### src/rtl/core/lmfs_pkg.sv
// Shared types and constants for the LED matrix frame serializer.
package lmfs_pkg;

    localparam int MATRICES   = 4;
    localparam int ROWS       = 8;
    localparam int STORE_COLS = 32;
    localparam int HDR_BITS   = 10;
    localparam int CMD_BITS   = 12;
    localparam int FRAME_LEN  = HDR_BITS + MATRICES * ROWS * 8;
    localparam int CNT_W      = $clog2(FRAME_LEN);
    localparam int COL_W      = $clog2(STORE_COLS);
    localparam int ADDR_W     = 3;

    localparam logic [ADDR_W-1:0] ADDR_WRITE_HEADER = 3'd0;
    localparam logic [ADDR_W-1:0] ADDR_BRIGHT_BASE  = 3'd4;

    localparam logic [9:0]  WRITE_HEADER_RST = 10'd640;
    localparam logic [11:0] BRIGHT_BASE_RST  = 12'd2368;

    typedef enum logic [2:0] {
        CMD_TICK    = 3'd0,
        CMD_SET_PIX = 3'd1,
        CMD_WR_COL  = 3'd2,
        CMD_BRIGHT  = 3'd3,
        CMD_REFRESH = 3'd4
    } t_cmd;

    typedef enum logic [1:0] {
        MODE_IDLE  = 2'd0,
        MODE_CMD   = 2'd1,
        MODE_FRAME = 2'd2
    } t_mode;

    // Result flags of one request.
    typedef struct packed {
        logic select_active;
        logic bit_valid;
        logic data_bit;
        logic transfer_last;
        logic rejected;
    } t_res;

    // Request in flight between store read and write back.
    typedef struct packed {
        t_cmd             cmd;
        logic [COL_W-1:0] col;
        logic [2:0]       row;
        logic             pixel_on;
        logic [7:0]       pattern;
        logic             frame_rd;
        logic             oob;
        logic [2:0]       frow;
        t_res             res;
    } t_s2;

endpackage

### src/rtl/core/led_matrix_frame_serializer.sv
// Top level: frame store, serializer control and result pipeline.
//
//  channel | direction | handshake           | payload
//  input   | in        | i_valid / o_stall   | cmd column row pixel_on pattern level
//  result  | out       | o_valid / i_stall   | select_active bit_valid data_bit
//          |           |                     | transfer_last busy_res rejected
//  config  | in        | APB psel / penable  | write_header bright_base
//
// One request per cycle while the result is not stalled; a request passes the store read, then the result register.
// The frame store is a 32x8 RAM with registered read; read-modify-write of set pixel
// is forwarded when the next request reads the column being written back.
// Reset is synchronous; per-column valid flops make the store read as zero after reset.
// A stalled result holds; a new request is taken as long as the middle stage can move.
module led_matrix_frame_serializer (
    input  logic        i_clk,
    input  logic        i_rst_n,
    input  logic        i_valid,
    output logic        o_stall,
    input  logic [2:0]  i_cmd,
    input  logic [4:0]  i_column,
    input  logic [2:0]  i_row,
    input  logic        i_pixel_on,
    input  logic [7:0]  i_pattern,
    input  logic [3:0]  i_level,
    output logic        o_valid,
    input  logic        i_stall,
    output logic        o_select_active,
    output logic        o_bit_valid,
    output logic        o_data_bit,
    output logic        o_transfer_last,
    output logic        o_busy_res,
    output logic        o_rejected,
    input  logic        psel,
    input  logic        penable,
    input  logic        pwrite,
    input  logic [lmfs_pkg::ADDR_W-1:0] paddr,
    input  logic [31:0] pwdata,
    output logic [31:0] prdata,
    output logic        pready
);
    import lmfs_pkg::*;

    logic [7:0]            mem [STORE_COLS];
    logic [STORE_COLS-1:0] r_vld;
    logic [7:0]            r_rdata;
    logic                  r_rvld;
    logic                  r_fwd;
    logic [7:0]            r_fwd_data;

    logic [9:0]            r_write_header;
    logic [11:0]           r_bright_base;

    t_mode                 r_mode, n_mode;
    logic [CNT_W-1:0]      r_cnt, n_cnt;
    logic [11:0]           r_shift, n_shift;

    logic                  r_s2_v;
    t_s2                   r_s2;
    logic                  r_out_v;
    t_res                  r_out;

    t_cmd                  cmd;
    logic                  in_acc, busy, is_last, s2_adv, s2_wr, out_acc;
    t_s2                   s1;
    t_res                  s2_res;
    logic [COL_W-1:0]      rd_addr;
    logic [CNT_W-1:0]      fidx;
    logic [15:0]           fcol;
    logic [3:0]            bidx;
    logic [7:0]            rd, wdata;
    logic                  cfg_wr;

    assign cmd     = t_cmd'(i_cmd);
    assign busy    = r_mode != MODE_IDLE;
    assign out_acc = r_out_v && !i_stall;
    assign s2_adv  = r_s2_v && (!r_out_v || !i_stall);
    assign o_stall = r_s2_v && !s2_adv;
    assign in_acc  = i_valid && !o_stall;

    // Configuration port
    assign pready = 1'b1;
    assign cfg_wr = psel && penable && pwrite && pready;

    always_comb begin
        prdata = '0;
        if (paddr[2]) begin
            prdata = 32'(r_bright_base);
        end else begin
            prdata = 32'(r_write_header);
        end
    end

    always_ff @(posedge i_clk) begin
        if (!i_rst_n) begin
            r_write_header <= WRITE_HEADER_RST;
            r_bright_base  <= BRIGHT_BASE_RST;
        end else if (cfg_wr) begin
            if (paddr[2]) begin
                r_bright_base <= pwdata[11:0];
            end else begin
                r_write_header <= pwdata[9:0];
            end
        end
    end

    // Serializer position
    always_comb begin
        is_last = 1'b0;
        if (r_mode == MODE_CMD) begin
            is_last = r_cnt == CNT_W'(CMD_BITS - 1);
        end else if (r_mode == MODE_FRAME) begin
            is_last = r_cnt == CNT_W'(FRAME_LEN - 1);
        end
    end

    assign fidx = r_cnt - CNT_W'(HDR_BITS);
    assign fcol = 16'({fidx >> 6, fidx[2:0]});

    // Next state
    always_comb begin
        n_mode  = r_mode;
        n_cnt   = r_cnt;
        n_shift = r_shift;
        if (in_acc) begin
            unique case (cmd)
                CMD_TICK: begin
                    if (busy) begin
                        if (is_last) begin
                            n_mode = MODE_IDLE;
                            n_cnt  = '0;
                        end else begin
                            n_cnt = r_cnt + 1'b1;
                        end
                    end
                end
                CMD_BRIGHT: begin
                    if (!busy) begin
                        n_shift = r_bright_base + {7'd0, i_level, 1'b0};
                        n_mode  = MODE_CMD;
                        n_cnt   = '0;
                    end
                end
                CMD_REFRESH: begin
                    if (!busy) begin
                        n_shift = {2'b00, r_write_header};
                        n_mode  = MODE_FRAME;
                        n_cnt   = '0;
                    end
                end
                default: begin
                end
            endcase
        end
    end

    // Per-request outputs of the first stage
    always_comb begin
        s1          = '0;
        s1.cmd      = cmd;
        s1.col      = i_column;
        s1.row      = i_row;
        s1.pixel_on = i_pixel_on;
        s1.pattern  = i_pattern;
        s1.res.select_active = busy;
        rd_addr     = i_column;
        bidx        = '0;
        unique case (cmd)
            CMD_TICK: begin
                if (busy) begin
                    s1.res.bit_valid     = 1'b1;
                    s1.res.transfer_last = is_last;
                    if (r_mode == MODE_CMD) begin
                        bidx = 4'(CMD_BITS - 1) - r_cnt[3:0];
                        s1.res.data_bit = r_shift[bidx];
                    end else if (r_cnt < CNT_W'(HDR_BITS)) begin
                        bidx = 4'(HDR_BITS - 1) - r_cnt[3:0];
                        s1.res.data_bit = r_shift[bidx];
                    end else begin
                        s1.frame_rd = 1'b1;
                        s1.frow     = fidx[5:3];
                        s1.oob      = fcol >= 16'(STORE_COLS);
                        rd_addr     = fcol[COL_W-1:0];
                    end
                end
            end
            CMD_BRIGHT, CMD_REFRESH: begin
                s1.res.rejected      = busy;
                s1.res.select_active = 1'b1;
            end
            default: begin
            end
        endcase
    end

    // Frame store read, forwarding and write back
    assign rd = r_fwd ? r_fwd_data : (r_rvld ? r_rdata : 8'd0);
    assign s2_wr = r_s2_v && (r_s2.cmd == CMD_SET_PIX || r_s2.cmd == CMD_WR_COL);

    always_comb begin
        if (r_s2.cmd == CMD_WR_COL) begin
            wdata = r_s2.pattern;
        end else begin
            wdata = rd | (8'(r_s2.pixel_on) << r_s2.row);
        end
    end

    always_ff @(posedge i_clk) begin
        if (in_acc) begin
            r_rdata    <= mem[rd_addr];
            r_rvld     <= r_vld[rd_addr];
            r_fwd      <= s2_adv && s2_wr && (r_s2.col == rd_addr);
            r_fwd_data <= wdata;
        end
        if (s2_adv && s2_wr) begin
            mem[r_s2.col] <= wdata;
        end
    end

    always_ff @(posedge i_clk) begin
        if (!i_rst_n) begin
            r_vld <= '0;
        end else if (s2_adv && s2_wr) begin
            r_vld[r_s2.col] <= 1'b1;
        end
    end

    // Control state and pipeline
    always_ff @(posedge i_clk) begin
        if (!i_rst_n) begin
            r_mode  <= MODE_IDLE;
            r_cnt   <= '0;
            r_shift <= '0;
            r_s2_v  <= 1'b0;
            r_out_v <= 1'b0;
        end else begin
            r_mode  <= n_mode;
            r_cnt   <= n_cnt;
            r_shift <= n_shift;
            if (in_acc) begin
                r_s2_v <= 1'b1;
            end else if (s2_adv) begin
                r_s2_v <= 1'b0;
            end
            if (s2_adv) begin
                r_out_v <= 1'b1;
            end else if (out_acc) begin
                r_out_v <= 1'b0;
            end
        end
    end

    always_comb begin
        s2_res = r_s2.res;
        if (r_s2.frame_rd) begin
            s2_res.data_bit = !r_s2.oob && rd[r_s2.frow];
        end
    end

    always_ff @(posedge i_clk) begin
        if (in_acc) begin
            r_s2 <= s1;
        end
        if (s2_adv) begin
            r_out <= s2_res;
        end
    end

    assign o_valid         = r_out_v;
    assign o_select_active = r_out.select_active;
    assign o_bit_valid     = r_out.bit_valid;
    assign o_data_bit      = r_out.data_bit;
    assign o_transfer_last = r_out.transfer_last;
    assign o_busy_res      = r_out.select_active;
    assign o_rejected      = r_out.rejected;

    // Checks
    a_idle_cnt: assert property (@(posedge i_clk) disable iff (!i_rst_n)
        r_mode == MODE_IDLE |-> r_cnt == '0)
        else $error("counter not cleared while idle");

    a_last_bit: assert property (@(posedge i_clk) disable iff (!i_rst_n)
        r_out_v && r_out.transfer_last |-> r_out.bit_valid && r_out.select_active)
        else $error("last bit without a bit in a transfer");

    a_rej_busy: assert property (@(posedge i_clk) disable iff (!i_rst_n)
        r_out_v && r_out.rejected |-> r_out.select_active && !r_out.bit_valid)
        else $error("reject outside a transfer");

    a_stall_full: assert property (@(posedge i_clk) disable iff (!i_rst_n)
        o_stall |-> r_s2_v && r_out_v)
        else $error("input stalled with room in the pipeline");

    a_last_idle: assert property (@(posedge i_clk) disable iff (!i_rst_n)
        in_acc && cmd == CMD_TICK && is_last |=> r_mode == MODE_IDLE)
        else $error("transfer did not end after last bit");

endmodule
### config.mk
export PLATFORM = sky130hd
export DESIGN_NAME = led_matrix_frame_serializer
export DESIGN_NICKNAME = d
export VERILOG_FILES = /design/src/rtl/core/lmfs_pkg.sv /design/src/rtl/core/led_matrix_frame_serializer.sv
export SDC_FILE = /design/constraint.sdc
export NUM_CORES = 1
export LEC_CHECK = 0
export ABC_AREA = 1
export BUFFER_PORTS_ARGS = -buffer_cell sky130_fd_sc_hd__buf_2
export CELL_PAD_IN_SITES_DETAIL_PLACEMENT = 1
export CELL_PAD_IN_SITES_GLOBAL_PLACEMENT = 2
export CORE_ASPECT_RATIO = 1.1
export CORE_MARGIN = 2
export CORE_UTILIZATION = 35
export DETAILED_ROUTE_END_ITERATION = 8
export PLACE_DENSITY_LB_ADDON = 0.1
export SLEW_MARGIN = 20
export SYNTH_ARGS = -nofsm -noshare
export SYNTH_HDL_FRONTEND = slang
export SYNTH_SLANG_ARGS = --single-unit
### constraint.sdc
create_clock -name i_clk -period 2.5 [get_ports i_clk]
set_input_delay 0.5 -clock i_clk [delete_from_list [all_inputs] [get_ports i_clk]]
set_output_delay 0.5 -clock i_clk [all_outputs]
set_load 0.05 [all_outputs]
==> flow_summary.yaml, run 1 <==
worst_setup_path:
  required_ps: 2820
  r2r-start: "r_cnt[1]"
  start_kind: "flop"
  path_max_fanout: 10
  critPathMaxStageDelay_ps: 320
  cp.arrival_ps: 2730
  slowest_stage: "dfxtp_2"
  worstRegToRegCells: 19
  path_cells: "clkinv_2, ha_2, inv_2, a21oi_4, nand2_4, nand2_8, buf_4, nand2_4, nand2_8, buf_4, buf_12, buf_16, nand2_1, nand3_2, nand3_2, nand3_2, nand2_2, nand2_1, nand2_1"
  cp_top_family: "simple AND/OR/NAND/NOR gates"
  end_kind: "flop"
  rr_endpoint: "r_rdata[5]"
  cp_num_buf_inv: 6
  crit_type: "flop to flop"
  r2r_slack_ps: 90
cells_and_area:
  design_area_um2: 22100
  area_growth_pct: 24.4
  n_antenna_cell: 0
  final.fill_count: 5719
  drive_gt1_frac: 0.184
  num-nets-final: 2182
  final_cells: 2798
  final_util: 0.441
sta:
  rsz0062_at_grt: "yes"
  tightest_slew_ps: 575
  finalSetupViolCount: 0
  period_needed_ps: 2410
  finalCritPeriodShare: 0.965
  final_max_slew_viol_count: 0
  slew_headroom: 0.617
  setup_tns_ps: 0
  hold_viol: 0
  finClkSkew_ps: 10.7
  fmax_ghz: 0.414
route:
  ant_nets: 0
  drc: 0
  detail_route.first_pass.iterations: 5
  totalWireLength_um: 53700
  drt-initial-drc-count: 669
  vias_per_cell: 4.79
  wire_per_inst_um: 19.2
  via_count: 13400
place:
  portBuffers: 63
  dp_hpwl_um: 36000
  gp_congestion: 0.807
  dpl_cell_area_um2: 20000
  dp.cells: 2702
global_route:
  antenna_found_initial: 1
  grt_pass1_vias: 14000
  grt-ovfl-total: 0
  grt_max_degree: 45
  grt_pass1_wl_um: 81500
  globalRouteTotalUtil: 0.207
clock_network:
  cts_root_buf: "clkbuf_16"
  cts_hold_buffers: 0
  clock_sinks: 388
  cts.reportedPaths.clkPinSlew_ps: 60
  cts_buffer_depth: 3
  cts_tree: "built"
  worstSkewPairLatency_ps: 570
  h-tree-depth: 2
  cts_made_buffers: 44
floorplan:
  core_um2: 50100
  die_h_um: 240
  die_area_um2: 52600
  initial_core_util: 0.355
  rows: 86
  die_w_um: 219
  io_pins: 107
pwr:
  powerDensity_nw_per_um2: 682
  p_total_mw: 15.1
  cellLeakagePower_nw: 9.60
  ir_drop_mv: 0.515
min_path:
  whs_path_depth: 1
  holdCritStartpoint: "i_pattern[4]"
  hold_class: "input pin to flop"
  holdPathEnd: "r_s2[14]"
yosys:
  yosysSeqAreaShare: 0.611
  yosysWarnings: 0
  yosysMostFrequentCell: "nand2_1"
  synth_area_um2: 17800
  yosys.area.top_type: "edfxtp_1"
  synth_area_per_cell_um2: 9.27
  async_flop_share: 0
  ys_top_cells_by_count: "366 x nand2_1, 355 x inv_1, 344 x nand3_1"
  synthCells: 1919
  synth_ff_type: "edfxtp_1"
  synth-edff-count: 309
  synth-seq-cells: 388
  synth_top_area_frac: 0.522
  ys_types: 47
  synth_area_leaders: "edfxtp_1 52%, nand3_1 9.7%, dfxtp_1 8.9%"
run_status:
  status: "finished, final reports clean"
flow_run:
  max_cap_violations: 0
-- timing repair --
action / 4_1_cts / 5_1_grt
pin swaps: 2 / 8
gates cloned: 4 / 3
buffers inserted: 1 / 8
setup endpoints to repair: 10 / 10
resized for setup: 24 / 73
-- logic make-up (layout without fill, tap and decap cells) --
kind of cell	Yosys count	after routing	share of synthesized area
simple gates	891	892	0.218
buf+inv	469	668	0.108
flops	388	388	0.611
compound gates	143	143	0.0463
fa+ha+maj	12	12	0.00887
xor+xnor	10	10	0.00493
mux	4	4	0.00225
other cells	2	21	0.000422
-- routing by layer --
metal	up-vias	global-route usage	wire length (µm)
met5	-	0	11
met1	6575	0.262	23800
met3	66	0.0290	1600
li1	6607	-	-
met2	161	0.367	27100
met4	2	0.0598	1230
-- state kept, by name (all words and copies together) (netlist names) --
| register | flops |
|---|---|
| o_transfer_last | 1 |
| r_s2_v | 1 |
| o_busy_res | 1 |
| r_rvld | 1 |
| r_fwd_data | 8 |
| r_fwd | 1 |
| r_shift | 12 |
| r_s2 | 30 |
| o_bit_valid | 1 |
| r_mode | 2 |
| o_rejected | 1 |
| mem | 256 |
| r_vld | 32 |
| r_bright_base | 12 |
| r_write_header | 10 |
| o_data_bit | 1 |
| r_rdata | 8 |
| r_cnt | 9 |
| o_valid | 1 |
-- placed cells by master, fill, tap and decap left out, types with 5 or more instances in the layout --
| master | n |
|---|---|
| ha_1 | 10 |
| conb_1 | 21 |
| nand2_1 | 357 |
| o21ai_0 | 53 |
| buf_4 | 114 |
| clkbuf_1 | 13 |
| nand2_2 | 9 |
| inv_2 | 10 |
| edfxtp_1 | 309 |
| a22oi_1 | 5 |
| a31oi_4 | 5 |
| buf_12 | 29 |
| nor2_1 | 144 |
| a21oi_1 | 42 |
| clkbuf_8 | 11 |
| clkinv_1 | 6 |
| nand3_2 | 54 |
| nand3_1 | 291 |
| o21a_1 | 9 |
| clkbuf_16 | 48 |
| buf_2 | 63 |
| buf_6 | 8 |
| dfxtp_1 | 78 |
| xor2_1 | 9 |
| inv_1 | 351 |
| clkinv_2 | 5 |
| nand4_1 | 15 |
-- final cells by class --
| type | instances | area [µm²] | share of cell area |
|---|---|---|---|
| Sequential cell | 388 | 10900 | 0.491 |
| Multi-Input combinational cell | 1082 | 5600 | 0.253 |
| Timing Repair Buffer | 222 | 2030 | 0.0920 |
| Inverter | 366 | 1380 | 0.0626 |
| Clock buffer | 70 | 1330 | 0.0603 |
| Tap cell | 660 | 826 | 0.0373 |
| Clock inverter | 10 | 72.6 | 0.00328 |
-- how the worst max path moves through the flow --
stage	startpoint	slack [ps]	cells after the start	endpoint
final	r_cnt[1]	90	19	r_rdata[5]
after global routing	r_cnt[2]	-60	19	r_rdata[6]
after CTS	r_cnt[2]	0.8	17	r_rdata[4]
after detailed placement	r_cnt[2]	-270	14	r_rdata[5]
after global placement	i_cmd[0]	-210	15	r_rvld
after floorplan	o_valid	20	5	r_fwd
-- stage by stage --
step / worst slack, ps / hold slack [ps]
final: 87.3 / 112
after global routing: -64.3 / 93.4
after CTS: 0.795 / 76.8
after detailed placement: -266 / 421
after global placement: -211 / 424
after floorplan: 22.4 / 400
-- worst register-to-register path, stage by stage, from the launching register on --
cell      delay (ps)
dfxtp_2          320
clkinv_2          50
ha_2             160
inv_2             50
a21oi_4          160
nand2_4          130
nand2_8          120
buf_4            120
nand2_4           60
nand2_8          100
buf_4            130
buf_12           100
buf_16           130
nand2_1           70
nand3_2           70
nand3_2           80
nand3_2          110
nand2_2           70
nand2_1           80
nand2_1           60
-- report_power, final --
| part | internal, mW | total (mW) | leakage [nW] | switching (mW) |
|---|---|---|---|---|
| Clock | 3.74 | 6.32 | 0.690 | 2.58 |
| Sequential | 7.17 | 7.23 | 3.49 | 0.0606 |
| Combinational | 0.487 | 1.53 | 5.42 | 1.05 |
| Total | 11.4 | 15.1 | 9.60 | 3.69 |
Note: power is estimated with default switching activity, not from simulation.
==> run 2, diff against run 1 <==
- BUFFER_PORTS_ARGS: -buffer_cell sky130_fd_sc_hd__buf_2 -> not set
- CORE_UTILIZATION: 35 -> 37
- DONT_BUFFER_PORTS: not set -> 1
==> flow_summary.yaml, run 2 (synthesis results as in run 1) <==
run_status:
  status: "finished, final reports clean"
worst_setup_path:
  crit_type: "flop to flop"
  end_kind: "flop"
  start_kind: "flop"
  cp_num_buf_inv: 5
  critPathMaxStageDelay_ps: 330
  r2r_slack_ps: 60
  cpMostUsedCell: "nand2_2"
  cp.arrival_ps: 2750
  required_ps: 2810
  slowest_stage: "dfxtp_2"
  path_cells: "inv_4, ha_4, inv_2, a21oi_2, nand2_2, nand2_4, buf_6, nand2_8, nand2_8, buf_12, buf_16, nand2_1, nand3_1, nand3_2, nand3_2, nand2_2, nand2_2, nand2_2"
  path_max_fanout: 7
  cp_top_family: "simple AND/OR/NAND/NOR gates"
route:
  totalWireLength_um: 56500
  via_count: 13600
  detail_route.first_pass.iterations: 5
  drc: 0
  vias_per_cell: 4.93
  drt-initial-drc-count: 672
  ant_nets: 0
  wire_per_inst_um: 20.5
cells_and_area:
  drive_gt1_frac: 0.196
  area_growth_pct: 27.3
  largest_reg_flops: 256
  num-nets-final: 2156
  top_regs: "mem: 256 flops, r_vld: 32 flops, r_s2: 30 flops"
  n_antenna_cell: 0
  multi_input_comb_area_um2: 5880
  final_util: 0.475
  regMostFlops: "mem"
  final_cell_mix: "351 x inv_1, 341 x nand2_1, 309 x edfxtp_1"
  seq_area_um2: 10900
  design_area_um2: 22600
  final_common_cell: "inv_1"
  final.fill_count: 5342
floorplan:
  rows: 84
  initial_core_util: 0.373
  die_w_um: 213
  io_pins: 107
  core_um2: 47600
  die_h_um: 234
  die_area_um2: 49800
global_route:
  use_met3: 0.0309
  grt_pass1_vias: 13800
  grt-ovfl-total: 0
  grt_max_degree: 36
  top_usage_layer: "met2"
  globalRouteTotalUtil: 0.221
  antenna_found_initial: 0
  grt_util_met1: 0.280
  grt_use_met2: 0.388
  grt_pass1_wl_um: 82100
clock_network:
  h-tree-depth: 2
  clock_sinks: 388
  cts_tree: "built"
  cts_root_buf: "clkbuf_16"
  worstSkewPairLatency_ps: 570
  cts_made_buffers: 43
  cts.reportedPaths.clkPinSlew_ps: 60
  cts_buffer_depth: 3
place:
  portBuffers: 0
  dpl_cell_area_um2: 19600
  dp_hpwl_um: 34900
  dp_slack_ps: -130
  gp_congestion: 0.812
sta:
  hold_viol: 0
  finalCritPeriodShare: 0.974
  period_needed_ps: 2440
  tightest_slew_ps: 1060
  final_max_slew_viol_count: 0
  finalSetupViolCount: 0
  fin_ws_ps: 64.1
  slew_headroom: 0.293
  rsz0062_at_grt: "yes"
  hold_ws_ps: 33.4
  fmax_ghz: 0.411
  finClkSkew_ps: 22.3
pwr:
  p_total_mw: 15.2
  ir_drop_mv: 0.613
  powerDensity_nw_per_um2: 670
  cellLeakagePower_nw: 9.73
flow_run:
  max_cap_violations: 0
min_path:
  hold_class: "input pin to flop"
## run 2: cell count changes in the layout (fill, tap and decap cells not counted), moves of 3 or more
| cell | before | now |
|---|---|---|
| nand2_1 | 357 | 341 |
| clkbuf_16 | 48 | 54 |
| buf_2 | 63 | 0 |
| o21ai_1 | 3 | 12 |
| nand3_1 | 291 | 251 |
| nand3_2 | 54 | 89 |
| clkbuf_1 | 13 | 10 |
| buf_16 | 2 | 9 |
| nand3_4 | 1 | 6 |
| dlygate4sd3_1 | 0 | 17 |
| nand2_2 | 9 | 24 |
| buf_4 | 114 | 124 |
| o21ai_0 | 53 | 44 |
## run 2: worst paths after layout
| kind | startpoint | cells past startpoint | endpoint |
|---|---|---|---|
| hold reg to reg | r_s2[0] | 0 | o_rejected |
| setup reg to reg | r_cnt[1] | 18 | r_rdata[2] |
| setup / recovery | r_cnt[1] | 18 | r_rdata[2] |
| hold / removal | i_column[3] | 0 | r_s2[25] |
## run 2: area by class of cell
| type | instances | area share |
|---|---|---|
| inverter | 366 | 0.0612 |
| clock inverter | 13 | 0.00387 |
| multi-input combinational | 1081 | 0.260 |
| clock buffer | 66 | 0.0581 |
| sequential | 388 | 0.480 |
| tap | 645 | 0.0357 |
| timing repair buffer | 198 | 0.101 |
## run 2: per-layer routing
metal,up-vias,part of all wire
met5,-,0
met4,0,0.030
met3,76,0.032
met2,189,0.50
met1,6781,0.44
li1,6533,-
## run 2: through the flow
stage / instances / TNS, ps
detailed placement: 2621 / -555
global route: 2757 / -367
CTS: 2723 / -1.00
floorplan: 1938 / 0
global placement: 2621 / -235
finish: 2757 / 0
## run 2: power by group
part	internal, mW	switching, mW
Combinational	0.530	1.06
Clock	3.72	2.62
Sequential	7.17	0.0695
Total	11.4	3.74
## run 2: repair_timing
action,CTS,global route
resized for setup,24,143
pin swaps,5,42
endpoints found under the hold margin,17,0
cloned,3,11
buffers inserted,3,22
setup endpoints to repair,9,12
hold buffers,17,0
==> run 3, diff against run 2 <==
- GPL_TIMING_DRIVEN: not set -> 0
==> flow_summary.yaml, run 3 (synthesis results as in run 1) <==
run_status:
  status: "finished with violations"
  violations: "negative setup slack"
place:
  portBuffers: 0
  dp_slack_ps: -1300
  gp_congestion: 0.854
  dp_hpwl_um: 41900
sta:
  fmax_ghz: 0.396
  setup_tns_ps: -31.9
  period_needed_ps: 2520
  final_max_slew_viol_count: 0
  tightest_slew_ps: 1010
  hold_viol: 0
  fin_ws_ps: -23.1
  rsz0062_at_grt: "yes"
  finalSetupViolCount: 3
  finClkSkew_ps: 23.4
  slew_headroom: 0.326
  finalCritPeriodShare: 1.01
  hold_ws_ps: 26.3
cells_and_area:
  final.fill_count: 5113
  final_cell_mix: "352 x inv_1, 309 x edfxtp_1, 290 x nand2_1"
  regMostFlops: "mem"
  n_antenna_cell: 0
  top_regs: "mem: 256 flops, r_vld: 32 flops, r_s2: 30 flops"
  num-nets-final: 2194
  final_common_cell: "inv_1"
  area_growth_pct: 39.1
  drive_gt1_frac: 0.292
  largest_reg_flops: 256
floorplan:
  die_area_um2: 49800
  die_h_um: 234
  initial_core_util: 0.373
  die_w_um: 213
  io_pins: 107
  rows: 84
  core_um2: 47600
worst_setup_path:
  start_kind: "flop"
  end_kind: "flop"
  crit_type: "flop to flop"
  cp-startpoint: "r_cnt[1]"
  slowest_stage: "dfxtp_4"
  r2r-start: "r_cnt[1]"
  cp_top_family: "simple AND/OR/NAND/NOR gates"
  path_cells: "clkinv_8, ha_4, inv_4, a21oi_4, nand2_4, buf_6, nand3_4, buf_12, nand2_8, buf_12, nand2_1, nand3_1, nand3_2, nand3_2, nand2_4, nand2_2, nand2_2"
  cp.arrival_ps: 2830
  cp_num_buf_inv: 5
  path_max_fanout: 6
  required_ps: 2810
  critPathMaxStageDelay_ps: 400
pwr:
  combinationalPowerShare: 0.131
  p_clk_frac: 0.409
  powerDensity_nw_per_um2: 636
  p_total_mw: 15.7
  power.switching_mw: 4.04
  ir_drop_mv: 0.458
  intPower_mw: 11.7
  seqPwrFrac: 0.460
  cellLeakagePower_nw: 10.3
  sw_frac_of_total: 0.257
global_route:
  globalRouteTotalUtil: 0.253
  antenna_found_initial: 0
  grt_max_degree: 25
  grt_pass1_wl_um: 92200
  grt_pass1_vias: 14700
  grt-ovfl-total: 0
clock_network:
  cts_tree: "built"
  cts.reportedPaths.clkPinSlew_ps: 60
  h-tree-depth: 2
  cts_buffer_depth: 3
  cts_made_buffers: 44
  worstSkewPairLatency_ps: 590
  clock_sinks: 388
  cts_root_buf: "clkbuf_16"
min_path:
  holdCritStartpoint: "i_column[1]"
  hold_class: "input pin to flop"
route:
  vias_per_cell: 5.09
  detail_route.first_pass.iterations: 5
  drt-initial-drc-count: 672
  via_count: 14200
  drc: 0
  ant_nets: 0
  totalWireLength_um: 63900
  wire_per_inst_um: 22.8
flow_run:
  max_cap_violations: 0
## run 3: path summary, 6_finish.rpt
kind / cells after the start / endpoint / slack (ps)
worst max-delay path: 17 / r_rvld / -20
worst min-delay path: 0 / r_s2[23] / 30
worst max register to register: 17 / r_rvld / -20
worst min register to register: 0 / o_rejected / 420
## run 3: what timing repair did
item	CTS	global route
hold buffers	11	0
endpoints found under the hold margin	11	0
setup endpoints to repair	488	198
resized for setup	399	238
cloned	14	9
pin swaps	64	111
buffers inserted	75	23
## run 3: power groups by stage
stage          sequential, mW  clock, mW  combinational, mW
6_report                 7.24       6.43               2.06
3_5_place_dp             7.38          0               1.42
3_3_place_gp             7.41          0               1.25
5_1_grt                  7.25       6.77               2.17
2_1_floorplan            7.37          0              0.758
4_1_cts                  7.24       6.54               1.82
## run 3: layout make-up
type / instances / area, µm² / area share
Buffer: 98 / 1040 / 0.0419
Clock buffer: 73 / 1270 / 0.0514
Clock inverter: 9 / 128 / 0.00516
Inverter: 366 / 1410 / 0.0568
Multi-Input combinational cell: 1085 / 7260 / 0.293
Sequential cell: 388 / 10900 / 0.440
Tap cell: 645 / 807 / 0.0326
Timing Repair Buffer: 132 / 1950 / 0.0788
Timing Repair inverter: 1 / 7.51 / 0.000304
## run 3: layer usage
| layer | track usage | wire length [µm] | vias up |
|---|---|---|---|
| li1 | - | - | 6648 |
| met1 | 0.313 | 26300 | 7165 |
| met2 | 0.455 | 32700 | 306 |
| met3 | 0.0269 | 2260 | 124 |
| met4 | 0.0948 | 2660 | 0 |
| met5 | 0 | 0 | - |
## run 3: metrics by stage
step | utilization | std cells | cell area [µm²]
after floorplan | - | 1938 | 17900
after global placement | 0.392 | 2583 | 18700
after detailed placement | 0.400 | 2592 | 19000
after CTS | 0.491 | 2773 | 23400
after global routing | 0.519 | 2797 | 24700
final | 0.519 | 2797 | 24700
